## src/pt32_pkg.sv

```systemverilog
package pt32_pkg;

  localparam int unsigned NW = 32;                 // candidate width
  localparam int unsigned DW = 11;                 // trial divisor width
  localparam logic [NW-1:0] SmallLimit = 32'd1373653;
  localparam logic [NW-1:0] MidLimit   = 32'd9080191;

  // controller states, one-hot
  typedef enum logic [9:0] {
    ST_IDLE = 10'b00_0000_0001,
    ST_W3   = 10'b00_0000_0010,
    ST_TCHK = 10'b00_0000_0100,
    ST_WD1  = 10'b00_0000_1000,
    ST_WD2  = 10'b00_0001_0000,
    ST_TZ   = 10'b00_0010_0000,
    ST_PSQ  = 10'b00_0100_0000,
    ST_PMUL = 10'b00_1000_0000,
    ST_LOOP = 10'b01_0000_0000,
    ST_FIN  = 10'b10_0000_0000
  } state_e;

  // request to the serial modular multiplier: (a * b) mod m, a < m
  typedef struct packed {
    logic [NW-1:0] a;
    logic [NW-1:0] b;
    logic [NW-1:0] m;
  } mm_req_t;

  // witness base by range and index
  function automatic logic [NW-1:0] base_of(input logic mid, input logic [1:0] idx);
    logic [NW-1:0] b;
    b = 32'd2;
    if (mid) begin
      b = (idx == 2'd0) ? 32'd31 : 32'd73;
    end else begin
      case (idx)
        2'd0:    b = 32'd2;
        2'd1:    b = 32'd7;
        default: b = 32'd61;
      endcase
    end
    return b;
  endfunction

endpackage

```

## src/pt32_if.sv

```systemverilog
interface pt32_cand_if;
  logic        valid;
  logic        ready;
  logic [31:0] candidate;
  modport source (output valid, output candidate, input ready);
  modport sink (input valid, input candidate, output ready);
endinterface

interface pt32_res_if;
  logic valid;
  logic ready;
  logic is_prime;
  modport source (output valid, output is_prime, input ready);
  modport sink (input valid, input is_prime, output ready);
endinterface

```

## src/prime_test_32.sv

```systemverilog
// Numbers below 2 and even numbers are decided without the multiplier; other multiples
// of 3 are found by one reduction mod 3; candidates below 1373653 are tested by trial
// division with divisor pairs 6k-1 and 6k+1, larger ones by Miller-Rabin over the
// witness bases, each step a modular multiply.
// Throughput: one item at a time, set by the single bit-serial multiplier.
// Reset clears the controller and the output valid; data registers are not reset.
module prime_test_32 (
  input  logic      clk_i,
  input  logic      rst_ni,
  pt32_cand_if.sink cand_i,
  pt32_res_if.source res_o
);
  import pt32_pkg::*;

  state_e        state_q, state_d;
  logic [NW-1:0] n_q, n_d, odd_q, odd_d, acc_q, acc_d;
  logic [DW-1:0] d1_q, d1_d;
  logic [4:0]    twos_q, twos_d, bit_q, bit_d;
  logic [1:0]    bidx_q, bidx_d;
  logic          res_q, res_d, ov_q, ov_d, op_q, op_d;
  logic          start_q, start_d;
  mm_req_t       req_q, req_d;
  logic          mm_done;
  logic [NW-1:0] mm_res, base, nm1;
  logic [2*DW-1:0] dsq;
  logic          mid, last_base, adv;

  pt32_mulmod u_mm (
    .clk_i   (clk_i),
    .rst_ni  (rst_ni),
    .start_i (start_q),
    .req_i   (req_q),
    .done_o  (mm_done),
    .res_o   (mm_res)
  );

  assign mid       = n_q < MidLimit;
  assign base      = base_of(mid, bidx_q);
  assign last_base = mid ? (bidx_q == 2'd1) : (bidx_q == 2'd2);
  assign nm1       = n_q - 32'd1;
  assign dsq       = d1_q * d1_q;
  assign adv       = (state_q == ST_PMUL) || !odd_q[bit_q];

  // sequencer
  always_comb begin
    state_d = state_q;
    n_d = n_q; odd_d = odd_q; acc_d = acc_q; d1_d = d1_q;
    twos_d = twos_q; bit_d = bit_q; bidx_d = bidx_q;
    res_d = res_q; start_d = 1'b0; req_d = req_q;
    case (state_q)
      ST_IDLE: begin
        if (cand_i.valid) begin
          n_d = cand_i.candidate;
          if (cand_i.candidate < 32'd2) begin
            res_d = 1'b0; state_d = ST_FIN;
          end else if (!cand_i.candidate[0]) begin
            res_d = (cand_i.candidate == 32'd2); state_d = ST_FIN;
          end else begin
            req_d = '{a: 32'd1, b: cand_i.candidate, m: 32'd3};
            start_d = 1'b1; state_d = ST_W3;
          end
        end
      end
      ST_W3: begin
        if (mm_done) begin
          if (mm_res == '0) begin
            res_d = (n_q == 32'd3); state_d = ST_FIN;
          end else if (n_q < SmallLimit) begin
            d1_d = DW'(5); state_d = ST_TCHK;
          end else begin
            odd_d = {1'b0, nm1[NW-1:1]}; twos_d = 5'd1; bidx_d = '0;
            state_d = ST_TZ;
          end
        end
      end
      ST_TCHK: begin
        if ({10'd0, dsq} <= n_q) begin
          req_d = '{a: 32'd1, b: n_q, m: {21'd0, d1_q}};
          start_d = 1'b1; state_d = ST_WD1;
        end else begin
          res_d = 1'b1; state_d = ST_FIN;
        end
      end
      ST_WD1: begin
        if (mm_done) begin
          if (mm_res == '0) begin
            res_d = 1'b0; state_d = ST_FIN;
          end else begin
            req_d = '{a: 32'd1, b: n_q, m: {21'd0, d1_q} + 32'd2};
            start_d = 1'b1; state_d = ST_WD2;
          end
        end
      end
      ST_WD2: begin
        if (mm_done) begin
          if (mm_res == '0) begin
            res_d = 1'b0; state_d = ST_FIN;
          end else begin
            d1_d = d1_q + DW'(6); state_d = ST_TCHK;
          end
        end
      end
      // strip factors of two from n-1
      ST_TZ: begin
        if (!odd_q[0] && odd_q != '0) begin
          odd_d = {1'b0, odd_q[NW-1:1]}; twos_d = twos_q + 5'd1;
        end else begin
          acc_d = 32'd1; bit_d = 5'd31;
          req_d = '{a: 32'd1, b: 32'd1, m: n_q};
          start_d = 1'b1; state_d = ST_PSQ;
        end
      end
      // left-to-right exponentiation: square, then multiply on a set bit
      ST_PSQ, ST_PMUL: begin
        if (mm_done) begin
          acc_d = mm_res;
          if (!adv) begin
            req_d = '{a: mm_res, b: base, m: n_q};
            start_d = 1'b1; state_d = ST_PMUL;
          end else if (bit_q == 5'd0) begin
            req_d = '{a: mm_res, b: mm_res, m: n_q};
            bit_d = twos_q; start_d = 1'b1; state_d = ST_LOOP;
          end else begin
            bit_d = bit_q - 5'd1;
            req_d = '{a: mm_res, b: mm_res, m: n_q};
            start_d = 1'b1; state_d = ST_PSQ;
          end
        end
      end
      // repeated squaring; acc holds the previous value, bit counts down
      ST_LOOP: begin
        if (mm_done) begin
          acc_d = mm_res;
          if (mm_res == 32'd1 && acc_q != 32'd1 && acc_q != nm1) begin
            res_d = 1'b0; state_d = ST_FIN;
          end else if (bit_q == 5'd1) begin
            if (mm_res != 32'd1) begin
              res_d = 1'b0; state_d = ST_FIN;
            end else if (last_base) begin
              res_d = 1'b1; state_d = ST_FIN;
            end else begin
              bidx_d = bidx_q + 2'd1;
              odd_d = {1'b0, nm1[NW-1:1]}; twos_d = 5'd1;
              state_d = ST_TZ;
            end
          end else begin
            bit_d = bit_q - 5'd1;
            req_d = '{a: mm_res, b: mm_res, m: n_q};
            start_d = 1'b1;
          end
        end
      end
      ST_FIN: begin
        if (!ov_q || res_o.ready) state_d = ST_IDLE;
      end
      default: state_d = ST_IDLE;
    endcase
  end

  // output register
  always_comb begin
    ov_d = ov_q; op_d = op_q;
    if (ov_q && res_o.ready) ov_d = 1'b0;
    if (state_q == ST_FIN && (!ov_q || res_o.ready)) begin
      ov_d = 1'b1; op_d = res_q;
    end
  end

  always_ff @(posedge clk_i or negedge rst_ni) begin
    if (!rst_ni) begin
      state_q <= ST_IDLE;
      start_q <= 1'b0;
      ov_q    <= 1'b0;
    end else begin
      state_q <= state_d;
      start_q <= start_d;
      ov_q    <= ov_d;
    end
  end

  always_ff @(posedge clk_i) begin
    n_q <= n_d; odd_q <= odd_d; acc_q <= acc_d; d1_q <= d1_d;
    twos_q <= twos_d; bit_q <= bit_d; bidx_q <= bidx_d;
    res_q <= res_d; req_q <= req_d; op_q <= op_d;
  end

  assign cand_i.ready = (state_q == ST_IDLE);
  assign res_o.valid  = ov_q;
  assign res_o.is_prime = op_q;
endmodule

```

## src/pt32_mulmod.sv

```systemverilog
// Bit-serial modular multiplier: one bit of b per cycle, MSB first.
module pt32_mulmod (
  input  logic              clk_i,
  input  logic              rst_ni,
  input  logic              start_i,
  input  pt32_pkg::mm_req_t req_i,
  output logic              done_o,
  output logic [31:0]       res_o
);
  import pt32_pkg::*;

  logic [NW-1:0] acc_q, acc_d, a_q, m_q, b_q;
  logic [5:0]    cnt_q;
  logic          done_q;
  logic [NW+2:0] t, t1, t2;

  // double, add, reduce (value stays below 3m)
  always_comb begin
    t  = {2'b00, acc_q, 1'b0} + (b_q[NW-1] ? {3'b000, a_q} : '0);
    t1 = t - {3'b000, m_q};
    t2 = t - {2'b00, m_q, 1'b0};
    if (!t2[NW+2])      acc_d = t2[NW-1:0];
    else if (!t1[NW+2]) acc_d = t1[NW-1:0];
    else                acc_d = t[NW-1:0];
  end

  // control
  always_ff @(posedge clk_i or negedge rst_ni) begin
    if (!rst_ni) begin
      cnt_q  <= '0;
      done_q <= 1'b0;
    end else begin
      done_q <= (cnt_q == 6'd1);
      if (start_i)            cnt_q <= 6'(NW);
      else if (cnt_q != 6'd0) cnt_q <= cnt_q - 6'd1;
    end
  end

  // datapath
  always_ff @(posedge clk_i) begin
    if (start_i) begin
      acc_q <= '0;
      a_q   <= req_i.a;
      b_q   <= req_i.b;
      m_q   <= req_i.m;
    end else if (cnt_q != 6'd0) begin
      acc_q <= acc_d;
      b_q   <= {b_q[NW-2:0], 1'b0};
    end
  end

  assign done_o = done_q;
  assign res_o  = acc_q;
endmodule
```

## src/flat_wrapper.sv

```systemverilog
// flat-port wrapper written by rule: the top's interface ports become plain ports
module prime_test_32_flat import pt32_pkg::*;
  (clk_i, rst_ni, cand_i_valid, cand_i_candidate, cand_i_ready, res_o_valid, res_o_is_prime, res_o_ready);
  pt32_cand_if cand_i_i ();
  pt32_res_if res_o_i ();
  input  logic clk_i;
  input  logic rst_ni;
  input wire logic [$bits(cand_i_i.valid)-1:0] cand_i_valid;
  input wire logic [$bits(cand_i_i.candidate)-1:0] cand_i_candidate;
  output wire logic [$bits(cand_i_i.ready)-1:0] cand_i_ready;
  output wire logic [$bits(res_o_i.valid)-1:0] res_o_valid;
  output wire logic [$bits(res_o_i.is_prime)-1:0] res_o_is_prime;
  input wire logic [$bits(res_o_i.ready)-1:0] res_o_ready;
  assign cand_i_i.valid = cand_i_valid;
  assign cand_i_i.candidate = cand_i_candidate;
  assign cand_i_ready = cand_i_i.ready;
  assign res_o_valid = res_o_i.valid;
  assign res_o_is_prime = res_o_i.is_prime;
  assign res_o_i.ready = res_o_ready;
  prime_test_32 u_core (.clk_i(clk_i), .rst_ni(rst_ni), .cand_i(cand_i_i), .res_o(res_o_i));
endmodule
```

## config.mk

```make
export PLATFORM = sky130hd
export DESIGN_NAME = prime_test_32_flat
export DESIGN_NICKNAME = d
export VERILOG_FILES = /design/src/pt32_pkg.sv /design/src/pt32_if.sv /design/src/prime_test_32.sv /design/src/pt32_mulmod.sv /design/src/flat_wrapper.sv
export SDC_FILE = /design/constraint.sdc
export NUM_CORES = 1
export LEC_CHECK = 0
export ABC_AREA = 1
export BUFFER_PORTS_ARGS = -buffer_cell sky130_fd_sc_hd__buf_4
export CAP_MARGIN = 20
export CORE_ASPECT_RATIO = 0.7
export CORE_MARGIN = 4
export CORE_UTILIZATION = 59
export DETAILED_ROUTE_END_ITERATION = 8
export HOLD_SLACK_MARGIN = 0.02
export MAX_ROUTING_LAYER = met4
export PLACE_DENSITY_LB_ADDON = 0.3
export SYNTH_ARGS = -nofsm -noshare
export SYNTH_HDL_FRONTEND = slang
export SYNTH_SLANG_ARGS = --single-unit
```

## constraint.sdc

```tcl
create_clock -name clk_i -period 8.7 [get_ports clk_i]
set_clock_uncertainty 0.2 [all_clocks]
set_input_delay 0.87 -clock clk_i [delete_from_list [all_inputs] [get_ports clk_i]]
set_output_delay 0.87 -clock clk_i [all_outputs]
set_load 0.005 [all_outputs]
```

==> metrics.csv, run 1 <==
metric,value,unit
postRouteAntennaNets,0,
clk_latency,0.57,ns
cp_top_family,adder cells,
core_region_area,0.0455,sq mm
worst_slew_pin_slew,1.06,ns
rsz0062_at_grt,no,
cts_tree,yes,
num_rows,65,
cts.path.max_buffers,3,
slowest_stage,edfxtp_1,
cts_resized,0,
cts-htree-levels,2,
die-area,0.0499,sq mm
stdcell_count,4044,
crit_path_max_incr_delay,0.71,ns
die_h,188,um
syn-num-nets,3668,
cts_buffers,38,
cts_root_buf,clkbuf_16,
yosysSeqAreaShare,38.2,%
worstSetupEndpointType,register,
slew_headroom,28.6,%
syn-instance-count,3385,
fin_crit,7.70,ns
yosysTopAreaCell,edfxtp_1,
ys_types,74,
synth_async_sr_flop_share,5.25,%
synth_area,0.0274,sq mm
path_buf_inv,6,
io_pins,39,
grtUsageTotal,36.4,%
crit_required,8.74,ns
routed_wl,89200,um
dp.cells,3968,
die_w,265,um
grt_pass1_vias,23526,
grt_max_degree,78,
postCtsSetupRepairBufs,0,
max_cap_violations,0,
antenna_found_initial,3,
synth_edf_count,311,
dpl.hpwl,71000,um
synthFlopType,edfxtp_1,
syn_area_per_cell,8.08,sq um
cp-start-kind,register,
wl_per_cell,22.0,um
drtIter0Drc,3104,
synth_top_area_share,34.1,%
grt_remaining_overflow,0,
report.final.hold_viol_count,0,
dr.pass1.iters,9,
num_vias,24685,
drive_gt1_share,7.39,%
setup_viol,0,
clkSinkCount,362,
ys_seq_elements,362,
cp.arrival,7.73,ns
vias_per_cell,6.10,
initial_utilization,60.2,%
syn_to_final_growth,7.77,%
cts.reportedPaths.clkPinSlew,0.06,ns
tns,0,ns
gp_congestion,1.04,
synth_warnings,0,
io_buffers,38,
max_freq,130,MHz
nNetsFinal,3691,
finalCritPeriodShare,88.4,%
drc,0,
critPathKind,register to register,
cts_hold_buf,1,
crit_path_frequent_cell,nand2_1,
path_max_fanout,30,
grt_pass1_wl,137000,um
drv_slew,0,
status,finished clean,
synthTopCellsByArea,"edfxtp_1 (34%), nand2_1 (11%), ha_1 (8.4%)",
hp-class,register to register,
final_util,64.8,%
## stage by stage
step | hold WS, ns | cell area [sq um] | setup slack [ns]
after global routing | 0.212 | 29500 | 0.343
after global placement | 0.202 | 28200 | 1.23
after CTS | 0.209 | 29400 | 1.03
final | 0.206 | 29500 | 1.00
after detailed placement | 0.205 | 28200 | 1.06
after floorplan | 0.200 | 27400 | 0.303
## synth_stat cells (5+ instances only)
| cell type | instances |
|---|---|
| a21o_1 | 18 |
| xnor2_1 | 24 |
| nand2_2 | 28 |
| o22ai_1 | 6 |
| nand3b_1 | 11 |
| inv_2 | 15 |
| nand2_1 | 767 |
| o21bai_1 | 8 |
| o21a_1 | 14 |
| inv_1 | 506 |
| a21oi_2 | 13 |
| nand4_1 | 48 |
| ha_1 | 183 |
| nand3_1 | 168 |
| nor2_2 | 18 |
| nor2_1 | 360 |
| a31oi_1 | 19 |
| o21ai_0 | 157 |
| o221ai_1 | 20 |
| clkbuf_1 | 39 |
| or2_2 | 9 |
| fa_1 | 64 |
| xor2_1 | 94 |
| o211ai_1 | 16 |
| o211ai_2 | 13 |
| a211oi_1 | 5 |
| a21oi_1 | 190 |
| buf_4 | 13 |
| a22oi_1 | 17 |
| nor4_1 | 38 |
| buf_2 | 15 |
| dfxtp_1 | 32 |
| dfrtp_1 | 18 |
| o21ai_1 | 22 |
| edfxtp_1 | 311 |
| nor3_1 | 31 |
## area by class of cell
| cell class | instances | area (sq um) |
|---|---|---|
| sequential | 362 | 10500 |
| clock buffer | 46 | 1020 |
| fill | 3813 | 16000 |
| antenna | 5 | 12.5 |
| inverter | 525 | 1980 |
| tap | 603 | 754 |
| timing repair buffer | 57 | 475 |
| multi-input combinational | 2424 | 14600 |
| clock inverter | 22 | 206 |
## cell families after synthesis
group | after synthesis | synth area share [%]
AO/OA/AOI/OAI | 549 | 12.2
XOR/XNOR | 120 | 3.92
adder cells (fa/ha/maj) | 247 | 13.1
buffers and inverters | 599 | 8.60
flip-flops | 362 | 38.2
AND/OR/NAND/NOR | 1508 | 24.0
## flip-flops by register name, summed over array words and instances (netlist names)
name / cells
u_core.req_q: 96
u_core.acc_q: 32
u_core.n_q: 32
u_core.u_mm.a_q: 32
u_core.u_mm.b_q: 32
u_core.u_mm.m_q: 32
u_core.u_mm.res_o: 32
u_core.odd_q: 31
u_core.d1_q: 10
u_core.state_q: 10
u_core.u_mm.cnt_q: 6
u_core.bit_q: 5
u_core.twos_q: 5
u_core.bidx_q: 2
u_core.res_o.is_prime: 1
u_core.res_o.valid: 1
u_core.res_q: 1
u_core.start_q: 1
u_core.u_mm.done_o: 1
## worst paths after layout
| check | end | cells past startpoint | slack, ns | from |
|---|---|---|---|---|
| max | u_core.req_q[19] | 39 | 1.00 | u_core.d1_q[4] |
| min | u_core.u_mm.a_q[22] | 0 | 0.21 | u_core.req_q[86] |
| max reg2reg | u_core.req_q[19] | 39 | 1.00 | u_core.d1_q[4] |
| min reg2reg | u_core.u_mm.a_q[22] | 0 | 0.21 | u_core.req_q[86] |
| max in group asynchronous | u_core.state_q[0] | 2 | 7.48 | rst_ni |
| min in group asynchronous | u_core.state_q[6] | 2 | 0.53 | rst_ni |
## layout by cell type (no fill, tap or decap), types with 5 or more instances in the layout
cell type,netlist,final
nand2_1,767,767
inv_1,506,506
nor2_1,360,359
edfxtp_1,311,311
a21oi_1,190,190
ha_1,183,183
nand3_1,168,168
o21ai_0,157,157
xor2_1,94,94
fa_1,64,64
buf_4,13,52
nand4_1,48,48
clkbuf_16,0,39
nor4_1,38,37
dfxtp_1,32,32
nor3_1,31,31
nand2_2,28,28
xnor2_1,24,24
o21ai_1,22,22
o221ai_1,20,20
a31oi_1,19,19
nor2_2,18,19
a21o_1,18,17
a22oi_1,17,17
dfrtp_1,18,17
o211ai_1,16,16
inv_2,15,15
o21a_1,14,14
a21oi_2,13,13
o211ai_2,13,13
nand3b_1,11,11
or2_2,9,9
o21bai_1,8,8
clkinv_2,0,7
o22ai_1,6,6
diode_2,0,5
a211oi_1,5,5
clkbuf_1,39,5
## routing by layer
layer	vias up	global-route usage (%)	part of all wire, %
met2	1466	51.6	42
li1	11335	-	-
met1	11669	51.7	43
met3	215	9.58	12
met4	0	10.4	3.5
met5	-	-	0
Power of run 1 is left out: the tool's default activity adds up to more than one toggle a clock period on the data nets, which glitch-free logic cannot reach.
==> run 2, diff against run 1 <==
- CORE_UTILIZATION: 59 -> 65
- clock period: 8.7 -> 8.4 ns (I/O delays scaled with it)
==> metrics.csv, run 2 (synthesized netlist as in run 1, its figures left out) <==
metric,value,unit,change
report.final.hold_viol_count,0,,unchanged
io_buffers,38,,unchanged
antenna_found_initial,5,,+2
dr.pass1.iters,7,,-2
routed.top_layer,met4,,
core_region_area,0.0413,sq mm,-9.2%
io_pins,39,,unchanged
crit_path_frequent_cell,fa_1,,
fin_crit,7.83,ns,+0.138 ns
gp_congestion,1.10,,+4.9%
max_cap_violations,0,,unchanged
wl_met3,12300,um,+14%
dpl.hpwl,70400,um,-0.76%
cts.path.max_buffers,3,,unchanged
die_h,180,um,-4.5%
dp.cells,3912,,-1.4%
crit_required,8.43,ns,-0.31 ns
clkSinkCount,362,,unchanged
max_freq,128,MHz,-1.8%
drtIter0Drc,3478,,+12%
worst_slew_pin_slew,1.09,ns,+0.0305 ns
drv_slew,0,,unchanged
final_common_cell,nand2_1,,
postRouteAntennaNets,0,,unchanged
stdcell_count,3999,,-1.1%
die_w,253,um,-4.6%
grt_pass1_wl,138000,um,+0.88%
cts_buffers,37,,-2.6%
multi_input_area,0.0146,sq mm,about the same
wl_per_cell,22.5,um,+2.0%
slew_headroom,26.9,%,-1.7 points
drc,0,,unchanged
slowest_stage,fa_1,,
grtUsageTotal,40.2,%,+3.8 points
grt_remaining_overflow,0,,unchanged
largest_register,u_core.req_q,,
grt_pass1_vias,24203,,+2.9%
clk_latency,0.57,ns,about the same
cts.reportedPaths.clkPinSlew,0.07,ns,about the same
initial_utilization,66.3,%,+6.1 points
routed_wl,90000,um,+0.90%
syn_to_final_growth,7.70,%,about the same
hp-class,register to register,,
grt_max_degree,79,,+1.3%
critPathKind,register to register,,
setup_viol,0,,unchanged
largest_reg_flops,96,,unchanged
wl_met1,35800,um,-5.8%
crit_path_max_incr_delay,0.62,ns,-0.09 ns
finalCritPeriodShare,93.3,%,+4.8 points
cp_top_family,adder cells,,
cts_tree,yes,,
num_rows,62,,-4.6%
cp.arrival,7.87,ns,+0.14 ns
cp-start-kind,register,,
nNetsFinal,3703,,+0.33%
path_max_fanout,42,,+40%
seq_area,0.0105,sq mm,unchanged
die-area,0.0455,sq mm,-8.9%
final_util,71.4,%,+6.5 points
worstSetupEndpointType,register,,
final_cell_mix,"nand2_1 (767), inv_1 (506), nor2_1 (359)",,
vias_per_cell,6.31,,+3.4%
wl_met2,37900,um,+1.8%
cts_root_buf,clkbuf_16,,
drive_gt1_share,7.65,%,+0.26 points
num_vias,25243,,+2.3%
status,finished clean,,
cts-htree-levels,2,,unchanged
tns,0,ns,unchanged
rsz0062_at_grt,no,,
fillers,3214,,-16%
path_buf_inv,6,,unchanged
==> run 2: changes by cell type in the layout (fill, tap and decap cells not counted), moves of 2 or more <==
cell / delta
buf_4: +14
clkbuf_1: +3
clkbuf_16: -2
clkinv_2: -3
clkinv_4: +2
clkinvlp_4: +2
==> run 2: path summary, 6_finish.rpt <==
path                            startpoint            endpoint  slack, ns  cells past startpoint
setup / recovery            u_core.d1_q[2]    u_core.req_q[91]       0.57                     26
hold / removal             u_core.req_q[9]  u_core.u_mm.m_q[9]       0.22                      0
setup reg to reg            u_core.d1_q[2]    u_core.req_q[91]       0.57                     26
hold reg to reg            u_core.req_q[9]  u_core.u_mm.m_q[9]       0.22                      0
max in group asynchronous           rst_ni   u_core.state_q[0]       7.19                      2
min in group asynchronous           rst_ni   u_core.state_q[1]       0.54                      2
==> run 2: cell type report <==
class                           instances  share of cell area [%]
Antenna cell                            6                  0.0510
Clock buffer                           46                    3.29
Clock inverter                         22                   0.739
Inverter                              525                    6.71
Multi-Input combinational cell       2424                    49.4
Sequential cell                       362                    35.5
Tap cell                              544                    2.31
Timing Repair Buffer                   70                    1.95
==> run 2: worst reg2reg max path: stages (launching register included) <==
cell and delay, ns:
edfxtp_1 0.58, buf_4 0.20, nand2_1 0.07, fa_1 0.62
inv_1 0.08, fa_1 0.50, fa_1 0.52, fa_1 0.55
inv_1 0.06, fa_1 0.54, inv_1 0.04, ha_1 0.36
inv_1 0.09, nor3_1 0.35, nand3_1 0.20, o2111ai_1 0.21
a21oi_1 0.14, xor2_1 0.17, ha_1 0.30, nand4_1 0.15
nor4_1 0.36, a311oi_1 0.14, nand2_1 0.11, nand2_1 0.07
nand3_1 0.11, a21o_4 0.45, buf_12 0.33
==> run 2: metal layers <==
metal | vias to the layer above | track usage, %
met1 | 11820 | 55.2
met2 | 1734 | 57.2
li1 | 11385 | -
met4 | 0 | 14.6
met5 | - | -
met3 | 304 | 11.8
==> run 2: what timing repair did <==
action | in CTS | in global routing
setup endpoints to repair | 0 | 55
resized for setup | 0 | 0
hold endpoints to repair | 18 | 0
hold buffers | 1 | 0
setup buffers | 0 | 11
==> run 2: stage by stage <==
| stage | hold slack (ns) | area, sq um | setup slack, ns |
|---|---|---|---|
| 2_1_floorplan | 0.200 | 27400 | 0.00281 |
| 3_3_place_gp | 0.200 | 28100 | 0.914 |
| 3_5_place_dp | 0.205 | 28100 | 0.611 |
| 4_1_cts | 0.220 | 29300 | 0.588 |
| 5_1_grt | 0.224 | 29500 | 0.101 |
| 6_report | 0.220 | 29500 | 0.567 |
Power of run 2 is left out for the same reason.
